`src/rtl/cia_pkg.sv`:
```
`timescale 1ns / 1ps
`default_nettype none
// ----------------------------------------------------------------------------
// cia_pkg: shared types and constants
// Word layouts, register map, item kinds and timer control for the CIA block.
// ----------------------------------------------------------------------------
package cia_pkg;

	// longest tick honored in one item; longer ticks saturate
	localparam int MAX_TICKS = 255;
	localparam logic [7:0] TICK_SAT = 8'((MAX_TICKS > 255) ? 255 : MAX_TICKS);

	// item kinds
	localparam logic [1:0] MODE_READ  = 2'd0;
	localparam logic [1:0] MODE_WRITE = 2'd1;
	localparam logic [1:0] MODE_TICK  = 2'd2;
	localparam logic [1:0] MODE_FLAG  = 2'd3;

	// register map
	localparam logic [3:0] ADDR_PRA   = 4'd0;
	localparam logic [3:0] ADDR_PRB   = 4'd1;
	localparam logic [3:0] ADDR_DDRA  = 4'd2;
	localparam logic [3:0] ADDR_DDRB  = 4'd3;
	localparam logic [3:0] ADDR_TALO  = 4'd4;
	localparam logic [3:0] ADDR_TAHI  = 4'd5;
	localparam logic [3:0] ADDR_TBLO  = 4'd6;
	localparam logic [3:0] ADDR_TBHI  = 4'd7;
	localparam logic [3:0] ADDR_TOD10 = 4'd8;
	localparam logic [3:0] ADDR_TODS  = 4'd9;
	localparam logic [3:0] ADDR_TODM  = 4'd10;
	localparam logic [3:0] ADDR_TODH  = 4'd11;
	localparam logic [3:0] ADDR_SDR   = 4'd12;
	localparam logic [3:0] ADDR_ICR   = 4'd13;
	localparam logic [3:0] ADDR_CRA   = 4'd14;
	localparam logic [3:0] ADDR_CRB   = 4'd15;

	// control register bits
	localparam int CR_START   = 0;
	localparam int CR_ONESHOT = 3;
	localparam int CR_LOAD    = 4;
	localparam int CR_SPMODE  = 6;
	localparam int CR_TODIN   = 7;

	// interrupt sources
	localparam int INT_TA   = 0;
	localparam int INT_TB   = 1;
	localparam int INT_FLAG = 4;
	localparam int ICR_SET  = 7;

	// time-of-day byte masks
	localparam logic [7:0] TOD_MASK_TENTHS = 8'd15;
	localparam logic [7:0] TOD_MASK_MID    = 8'd127;
	localparam logic [7:0] TOD_MASK_HOURS  = 8'd255;

	typedef struct packed {
		logic [1:0] mode;
		logic [3:0] addr;
		logic [7:0] wdata;
		logic [7:0] tick_count;
		logic [7:0] pins_a;
		logic [7:0] pins_b;
	} req_t;

	typedef struct packed {
		logic [7:0] rdata;
		logic       irq;
		logic [7:0] port_a_data;
		logic [7:0] port_a_dir;
		logic       port_a_update;
		logic [7:0] port_b_data;
		logic [7:0] port_b_dir;
		logic       port_b_update;
		logic       serial_valid;
		logic [7:0] serial_data;
	} rsp_t;

	// strobes into one timer for the accepted word
	typedef struct packed {
		logic       tick;
		logic       wr_lo;
		logic       wr_hi;
		logic       wr_ctrl;
		logic [7:0] ticks;
		logic [7:0] wdata;
	} tmr_cmd_t;

	// timer state seen by the core
	typedef struct packed {
		logic [15:0] count;
		logic [7:0]  control;
		logic        expire;
	} tmr_stat_t;

endpackage
`default_nettype wire

```
`src/rtl/cia_timer.sv`:
```
`timescale 1ns / 1ps
`default_nettype none
// ----------------------------------------------------------------------------
// cia_timer: 16-bit down timer
// Counter, reload latch and control register; counts down by the word's tick
// count on each tick word, reloads and flags on expiry, stops in one-shot mode.
// ----------------------------------------------------------------------------
module cia_timer
	import cia_pkg::*;
(
	input  wire logic      clk,
	input  wire logic      arst_n,
	input  wire tmr_cmd_t  cmd,
	output tmr_stat_t      stat
);

	logic [15:0] count_q;
	logic [15:0] reload_q;
	logic [7:0]  ctrl_q;
	logic [7:0]  ctrl_wr;
	logic        running;
	logic        expire;

	assign running = ctrl_q[CR_START];
	assign expire  = cmd.tick && running && (count_q <= {8'h00, cmd.ticks});

	assign stat.count   = count_q;
	assign stat.control = ctrl_q;
	assign stat.expire  = expire;

	// drop the load strobe from the stored control byte
	always_comb begin
		ctrl_wr          = cmd.wdata;
		ctrl_wr[CR_LOAD] = 1'b0;
	end

	always_ff @(posedge clk or negedge arst_n) begin
		if (!arst_n) begin
			count_q  <= '0;
			reload_q <= '0;
			ctrl_q   <= '0;
		end else begin
			if (cmd.wr_lo) begin
				reload_q[7:0] <= cmd.wdata;
			end
			if (cmd.wr_hi) begin
				reload_q[15:8] <= cmd.wdata;
				// stopped timer takes the new latch at once
				if (!running) begin
					count_q <= {cmd.wdata, reload_q[7:0]};
				end
			end
			if (cmd.wr_ctrl) begin
				ctrl_q <= ctrl_wr;
				if (cmd.wdata[CR_LOAD]) begin
					count_q <= reload_q;
				end
			end
			if (cmd.tick && running) begin
				if (expire) begin
					count_q <= reload_q;
					if (ctrl_q[CR_ONESHOT]) begin
						ctrl_q[CR_START] <= 1'b0;
					end
				end else begin
					count_q <= count_q - {8'h00, cmd.ticks};
				end
			end
		end
	end

endmodule
`default_nettype wire

```
`src/rtl/cia_core.sv`:
```
`timescale 1ns / 1ps
`default_nettype none
// ----------------------------------------------------------------------------
// cia_core: register file and word decode
// Ports, direction, interrupt, serial and time-of-day registers plus both
// timers; updates state on an accepted word and forms its result.
// ----------------------------------------------------------------------------
module cia_core
	import cia_pkg::*;
(
	input  wire logic  clk,
	input  wire logic  arst_n,
	input  wire logic  take,
	input  wire req_t  req,
	output rsp_t       rsp
);

	logic [7:0] pa_latch_q, pb_latch_q, dir_a_q, dir_b_q;
	logic [4:0] int_en_q, int_pend_q;
	logic [7:0] shift_q;
	logic [7:0] tod_q [4];

	logic       is_rd, is_wr, is_tick, is_flag;
	logic [7:0] ticks;
	tmr_cmd_t   cmd_a, cmd_b;
	tmr_stat_t  stat_a, stat_b;

	logic [7:0] pa_latch_nxt, pb_latch_nxt, dir_a_nxt, dir_b_nxt;
	logic [4:0] int_en_nxt, int_pend_nxt;
	logic       irq_cur;
	logic [7:0] rd_byte;
	logic [7:0] tod_mask;
	logic       tod_wr;
	logic       sdr_wr;

	assign is_rd   = take && (req.mode == MODE_READ);
	assign is_wr   = take && (req.mode == MODE_WRITE);
	assign is_tick = take && (req.mode == MODE_TICK);
	assign is_flag = take && (req.mode == MODE_FLAG);

	assign ticks = (req.tick_count > TICK_SAT) ? TICK_SAT : req.tick_count;

	always_comb begin
		cmd_a.tick    = is_tick;
		cmd_a.wr_lo   = is_wr && (req.addr == ADDR_TALO);
		cmd_a.wr_hi   = is_wr && (req.addr == ADDR_TAHI);
		cmd_a.wr_ctrl = is_wr && (req.addr == ADDR_CRA);
		cmd_a.ticks   = ticks;
		cmd_a.wdata   = req.wdata;
		cmd_b.tick    = is_tick;
		cmd_b.wr_lo   = is_wr && (req.addr == ADDR_TBLO);
		cmd_b.wr_hi   = is_wr && (req.addr == ADDR_TBHI);
		cmd_b.wr_ctrl = is_wr && (req.addr == ADDR_CRB);
		cmd_b.ticks   = ticks;
		cmd_b.wdata   = req.wdata;
	end

	cia_timer u_timer_a (
		.clk    (clk),
		.arst_n (arst_n),
		.cmd    (cmd_a),
		.stat   (stat_a)
	);

	cia_timer u_timer_b (
		.clk    (clk),
		.arst_n (arst_n),
		.cmd    (cmd_b),
		.stat   (stat_b)
	);

	assign irq_cur = |(int_en_q & int_pend_q);

	// next port state
	assign pa_latch_nxt = (is_wr && req.addr == ADDR_PRA) ? req.wdata : pa_latch_q;
	assign pb_latch_nxt = (is_wr && req.addr == ADDR_PRB) ? req.wdata : pb_latch_q;
	assign dir_a_nxt    = (is_wr && req.addr == ADDR_DDRA) ? req.wdata : dir_a_q;
	assign dir_b_nxt    = (is_wr && req.addr == ADDR_DDRB) ? req.wdata : dir_b_q;

	// next interrupt state
	always_comb begin
		int_en_nxt   = int_en_q;
		int_pend_nxt = int_pend_q;
		if (is_wr && req.addr == ADDR_ICR) begin
			if (req.wdata[ICR_SET]) begin
				int_en_nxt = int_en_q | req.wdata[4:0];
			end else begin
				int_en_nxt = int_en_q & ~req.wdata[4:0];
			end
		end
		if (is_rd && req.addr == ADDR_ICR) begin
			int_pend_nxt = '0;
		end
		if (is_tick) begin
			int_pend_nxt[INT_TA] = int_pend_q[INT_TA] | stat_a.expire;
			int_pend_nxt[INT_TB] = int_pend_q[INT_TB] | stat_b.expire;
		end
		if (is_flag) begin
			int_pend_nxt[INT_FLAG] = 1'b1;
		end
	end

	always_comb begin
		unique case (req.addr)
			ADDR_PRA:   rd_byte = (pa_latch_q & dir_a_q) | (req.pins_a & ~dir_a_q);
			ADDR_PRB:   rd_byte = (pb_latch_q & dir_b_q) | (req.pins_b & ~dir_b_q);
			ADDR_DDRA:  rd_byte = dir_a_q;
			ADDR_DDRB:  rd_byte = dir_b_q;
			ADDR_TALO:  rd_byte = stat_a.count[7:0];
			ADDR_TAHI:  rd_byte = stat_a.count[15:8];
			ADDR_TBLO:  rd_byte = stat_b.count[7:0];
			ADDR_TBHI:  rd_byte = stat_b.count[15:8];
			ADDR_TOD10: rd_byte = tod_q[0];
			ADDR_TODS:  rd_byte = tod_q[1];
			ADDR_TODM:  rd_byte = tod_q[2];
			ADDR_TODH:  rd_byte = tod_q[3];
			ADDR_SDR:   rd_byte = shift_q;
			ADDR_ICR:   rd_byte = {irq_cur, 2'b00, int_pend_q};
			ADDR_CRA:   rd_byte = stat_a.control;
			default:    rd_byte = stat_b.control;
		endcase
	end

	always_comb begin
		unique case (req.addr[1:0])
			2'd0:    tod_mask = TOD_MASK_TENTHS;
			2'd3:    tod_mask = TOD_MASK_HOURS;
			default: tod_mask = TOD_MASK_MID;
		endcase
	end

	// alarm writes are dropped
	assign tod_wr = is_wr && (req.addr[3:2] == ADDR_TOD10[3:2]) && !stat_b.control[CR_TODIN];
	assign sdr_wr = is_wr && (req.addr == ADDR_SDR);

	always_ff @(posedge clk or negedge arst_n) begin
		if (!arst_n) begin
			pa_latch_q <= '0;
			pb_latch_q <= '0;
			dir_a_q    <= '0;
			dir_b_q    <= '0;
			int_en_q   <= '0;
			int_pend_q <= '0;
			shift_q    <= '0;
			for (int i = 0; i < 4; i++) begin
				tod_q[i] <= '0;
			end
		end else begin
			pa_latch_q <= pa_latch_nxt;
			pb_latch_q <= pb_latch_nxt;
			dir_a_q    <= dir_a_nxt;
			dir_b_q    <= dir_b_nxt;
			int_en_q   <= int_en_nxt;
			int_pend_q <= int_pend_nxt;
			if (sdr_wr) begin
				shift_q <= req.wdata;
			end
			if (tod_wr) begin
				tod_q[req.addr[1:0]] <= req.wdata & tod_mask;
			end
		end
	end

	always_comb begin
		rsp.rdata         = is_rd ? rd_byte : 8'h00;
		rsp.irq           = |(int_en_nxt & int_pend_nxt);
		rsp.port_a_data   = pa_latch_nxt;
		rsp.port_a_dir    = dir_a_nxt;
		rsp.port_a_update = (is_wr && req.addr == ADDR_PRA)
			|| (is_wr && req.addr == ADDR_DDRA && req.wdata != dir_a_q);
		rsp.port_b_data   = pb_latch_nxt;
		rsp.port_b_dir    = dir_b_nxt;
		rsp.port_b_update = (is_wr && req.addr == ADDR_PRB)
			|| (is_wr && req.addr == ADDR_DDRB && req.wdata != dir_b_q);
		rsp.serial_valid  = sdr_wr && stat_a.control[CR_SPMODE];
		rsp.serial_data   = (sdr_wr && stat_a.control[CR_SPMODE]) ? req.wdata : 8'h00;
	end

endmodule
`default_nettype wire

```
`src/rtl/cia_timer_port_interrupt_block.sv`:
```
`timescale 1ns / 1ps
`default_nettype none
// ----------------------------------------------------------------------------
// cia_timer_port_interrupt_block: simplified 6526-style interface adapter
// Two I/O ports, two down timers, serial register, static time of day and a
// three-source interrupt controller, driven one bus/tick/flag word at a time.
// ----------------------------------------------------------------------------
//  channel | handshake             | payload
//  --------+-----------------------+---------------------------------------
//  req     | req_valid, req_ready  | req_t: mode, addr, wdata, tick, pins
//  rsp     | rsp_valid, rsp_ready  | rsp_t: rdata, irq, ports, serial
//
// Each word is decoded and applied to the registers at the edge it is
// taken; its result is captured into the response register at that same
// edge and offered from the next cycle on.
// One word per clock is sustained; the response register holds a word
// while rsp_ready is low and req_ready drops only then.
// Reset clears the state and the response valid flag; no clearing pass
// is needed.
// ----------------------------------------------------------------------------
module cia_timer_port_interrupt_block
	import cia_pkg::*;
(
	input  wire logic clk,
	input  wire logic arst_n,
	input  wire logic req_valid,
	output logic      req_ready,
	input  wire req_t req,
	output logic      rsp_valid,
	input  wire logic rsp_ready,
	output rsp_t      rsp
);

	logic rsp_valid_q;
	rsp_t rsp_q;
	rsp_t rsp_nxt;
	logic take;

	assign req_ready = !rsp_valid_q || rsp_ready;
	assign take      = req_valid && req_ready;

	cia_core u_core (
		.clk    (clk),
		.arst_n (arst_n),
		.take   (take),
		.req    (req),
		.rsp    (rsp_nxt)
	);

	always_ff @(posedge clk or negedge arst_n) begin
		if (!arst_n) begin
			rsp_valid_q <= 1'b0;
		end else if (req_ready) begin
			rsp_valid_q <= req_valid;
		end
	end

	// load a new word only when the slot is free or draining
	always_ff @(posedge clk) begin
		if (take) begin
			rsp_q <= rsp_nxt;
		end
	end

	assign rsp_valid = rsp_valid_q;
	assign rsp       = rsp_q;

endmodule
`default_nettype wire
```
`config.mk`:
```
export PLATFORM = sky130hd
export DESIGN_NAME = cia_timer_port_interrupt_block
export DESIGN_NICKNAME = d
export VERILOG_FILES = /design/src/rtl/cia_pkg.sv /design/src/rtl/cia_timer.sv /design/src/rtl/cia_core.sv /design/src/rtl/cia_timer_port_interrupt_block.sv
export SDC_FILE = /design/constraint.sdc
export NUM_CORES = 1
export LEC_CHECK = 0
export ABC_AREA = 1
export BUFFER_PORTS_ARGS = -buffer_cell sky130_fd_sc_hd__buf_4
export CAP_MARGIN = 25
export CORE_ASPECT_RATIO = 1.25
export CORE_UTILIZATION = 55
export CTS_CLUSTER_SIZE = 28
export DETAILED_ROUTE_END_ITERATION = 7
export HOLD_SLACK_MARGIN = 0.02
export PLACE_DENSITY = 0.74
export REMOVE_ABC_BUFFERS = 1
export SYNTH_ARGS = -nofsm -noshare
export SYNTH_HDL_FRONTEND = slang
export SYNTH_SLANG_ARGS = --single-unit
```
`constraint.sdc`:
```
create_clock -name clk -period 4.7 [get_ports clk]
set_input_delay 0.235 -clock clk [delete_from_list [all_inputs] [get_ports clk]]
set_output_delay 0.235 -clock clk [all_outputs]
set_load 0.01 [all_outputs]
```
==> results.toml <==
[logic_synthesis]
synth.yosys.seq_area_share_pct = 47.38
post_synth_main_area_contributors = "dfrtp_1 (34%), nand2_1 (15%), edfxtp_1 (13%)"
synth.largest_area_cell = "dfrtp_1"
synth_xor_xnor_area_share_pct = 2.078
postSynth.topFlopCell = "dfrtp_1"
post_synth_mux_area_share_pct = 0.09543
synthCells = 1527
number_of_enable_flip_flop_cells_after_synthesis = 52
syn_avg_cell_area_um2 = 7.728
synth_compound_area_share_pct = 11.26
synthAdderAreaFrac_pct = 2.036
synth_warnings = 0
synth_top_family_by_area = "simple AND/OR/NAND/NOR gates"
yosys.cell_types.count = 43
netlist_area_um2 = 11800
netlist.area_leader.share_pct = 34.14
yosys.cell_count.top_type = "nand2_1"
synth.cells.most_frequent = "nand2_1 (485), inv_1 (183), dfrtp_1 (161)"
yosys.area_share.simple_pct = 29.04
async_reset_ff_share_pct = 75.59
post_synthesis_register_bit_count = 213

[sta]
final.setup.tns_ns = 0
hold_violations = 0
maxSlewHeadroom_pct = 36.13
rsz0062_at_grt = "no"
tightestPinTransition_ns = 0.9570
timing.final.max_slew_violations = 0
timing.clock.skew_ns = 0.01205
report.final.setup_viol = 0
finalCriticalPeriod_ns = 2.727
layout_worst_path_cycle_share_pct = 58.03
timing.fmax_mhz = 366.7

[global_route]
grt_pass1_vias = 10035
grt_max_degree = 88
grt_antenna_before_repair = 0
grt_util_met3_pct = 3.907
grtUsageMet2_pct = 54.93
global_route_congestion_overflow_total = 0
grt_busiest_layer = "met2"
globalRouteTotalUtil_pct = 33.26
grt_use_met1_pct = 44.06
grt_first_pass_wirelength_um = 56390

[place]
placement.io_buffers = 95
routabilityCongestion = 0.9609
dp_hpwl_um = 26210

[clock_tree]
htree_levels = 1
cts-buffers-inserted = 23
worst_skew_pair.late_latency_ns = 0.52
root_buffer_selected_by_cts = "clkbuf_16"
cts.hold.buffers_added = 2
cts.path.max_buffers = 3
clock_sink_count = 213
cts_resized = 0
path_clk_slew_ns = 0.06
postCtsSetupRepairBufs = 0
cts_tree = "built"

[drt]
wl_um = 36020
firstDrtPassIters = 7
post-route-drc-count = 0
routed_wire_length_per_instance_um = 18.97
routed_via_density = 5.623
detailroute.via_count = 10679
drt-initial-drc-count = 856
antenna_violating_nets_post_route = 0

[floorplan]
initial_core_utilization_pct = 56.48
die-area_um2 = 22050
top_level_ports = 96
floorplan.core_area_um2 = 20890
rows = 59
die-height_um = 165.8
fp.dieW_um = 133.0

[finish]
layout.nets = 1669
postLayoutCoreUtil_pct = 64.69
post_route_cells_drive_above_1_share_pct = 13.11
inserted_diodes = 0
area_of_the_multi_input_gates_um2 = 5253
fillCellCount = 1846
layout-area-overhead-vs-synth_pct = 14.54
regArea_um2 = 5590

[worst_setup_path]
cp_num_buf_inv = 1
critical_path.max_fanout = 19
crit_path_frequent_cell = "nand2_1"
critical_path.startpoint_type = "register"
setup.worst_path.class = "reg -> reg"
cp_slowest_stage_delay_ns = 0.40
worst-endpoint-arrival_ns = 2.98
worst-endpoint-required_ns = 4.95
critical_path.slowest_cell = "fa_1"
critical_path.cell_chain = "inv_1, ha_1, fa_1, nand3b_1, nand2_1, nand2_1, nand2_1, nand2_2, nand2_1, o21ai_0, nand2_1, nand3_1"
critical_path.top_delay_family = "simple AND/OR/NAND/NOR gates"
setup.worst_path.end_class = "register"

[run_status]
status = "finished clean"

[power]
pwr_density_cell_nw_per_um2 = 484.3
p_leak_uw = 0.006407
vdd_ir_drop_max_mv = 0.2982

[hold_path]
worstHoldPathType = "in -> reg"

[run]
cap_viol_max_count = 0
-- routing by layer --
| metal | up-vias | wire (µm) |
|---|---|---|
| li1 | 5084 | - |
| met1 | 4994 | 14610 |
| met2 | 500 | 16850 |
| met3 | 101 | 2746 |
| met4 | 0 | 1807 |
| met5 | - | 0 |
-- worst reg2reg max path: cells and delay by family (launching register included) --
| kind | cells | cell delay, ns |
|---|---|---|
| simple gates | 8 | 1.26 |
| fa+ha+maj | 2 | 0.61 |
| flops | 1 | 0.35 |
| compound gates | 1 | 0.17 |
| buf+inv | 1 | 0.06 |
-- per-stage QoR --
| step | hold WS [ns] | instances | area, µm² | setup WS, ns | total power (µW) |
|---|---|---|---|---|---|
| 2_1_floorplan | -0.06059 | 1481 | 11580 | 2.387 | 3952 |
| 3_3_place_gp | 0.3603 | 1856 | 12680 | 2.105 | 4566 |
| 3_5_place_dp | 0.3562 | 1856 | 12680 | 2.008 | 4598 |
| 4_1_cts | 0.02640 | 1899 | 13520 | 1.978 | 6537 |
| 5_1_grt | 0.06614 | 1899 | 13520 | 1.753 | 6935 |
| 6_report | 0.03317 | 1899 | 13520 | 1.973 | 6546 |
-- logic make-up (layout without fill, tap and decap cells) --
logic type,Yosys count,in the layout
AOI/OAI and AO/OA,237,237
xor gates and xnor gates,28,28
adders and majority gates,18,18
buffers and inverters,241,339
DFF,213,213
muxes,1,1
and+or+nand+nor,789,789
-- placed cells by master, fill, tap and decap left out, drive strengths merged, types with 3 or more instances in the layout --
cell type    n
a21oi       22
buf        101
bufinv       3
clkbuf      34
clkinv       6
dfrtp      161
edfxtp      52
ha          16
inv        192
nand2      503
nand3      110
nand3b      11
nand4       25
nor2       124
nor3        14
o211ai      16
o21ai      189
o22ai        3
o31ai        4
xnor2       22
xor2         6
-- flip-flops by register name, summed over array words and instances, names as in the netlist --
| name | flops |
|---|---|
| rsp | 52 |
| u_core.int_en_q | 5 |
| u_core.u_timer_b.count_q | 16 |
| u_core.pb_latch_q | 8 |
| rsp_valid | 1 |
| u_core.u_timer_a.ctrl_q | 7 |
| u_core.tod_q | 32 |
| u_core.u_timer_b.reload_q | 16 |
| u_core.pa_latch_q | 8 |
| u_core.u_timer_a.count_q | 16 |
| u_core.u_timer_b.ctrl_q | 7 |
| u_core.u_timer_a.reload_q | 16 |
| u_core.shift_q | 8 |
| u_core.dir_a_q | 8 |
| u_core.int_pend_q | 5 |
| u_core.dir_b_q | 8 |
-- power by group --
group	internal [µW]	switching, µW
registers	2220	291
clock network	1190	749
logic	758	1330
total	4170	2370
-- path summary, 6_finish.rpt --
| kind | from | end | slack (ns) | depth (start not counted) |
|---|---|---|---|---|
| worst max register to register | u_core.u_timer_a.count_q[0] | rsp[43] | 1.97 | 12 |
| worst min register to register | u_core.shift_q[5] | u_core.shift_q[5] | 0.48 | 2 |
| max in group asynchronous | arst_n | u_core.dir_b_q[3] | 3.21 | 3 |
| min in group asynchronous | arst_n | u_core.u_timer_a.reload_q[8] | 0.36 | 2 |
| worst min-delay path | req_valid | rsp_valid | 0.03 | 3 |
| worst max-delay path | u_core.u_timer_a.count_q[0] | rsp[43] | 1.97 | 12 |
-- area by class of cell --
cell class              instances  area share [%]
flip-flops and latches        213           41.36
multi-input cells            1073           38.86
repair buffers                103           5.786
inverters                     195           5.425
clock buffers                  34           5.175
well taps                     274           2.537
clock inverters                 7          0.8517
Note: power is estimated with default switching activity, not from simulation.
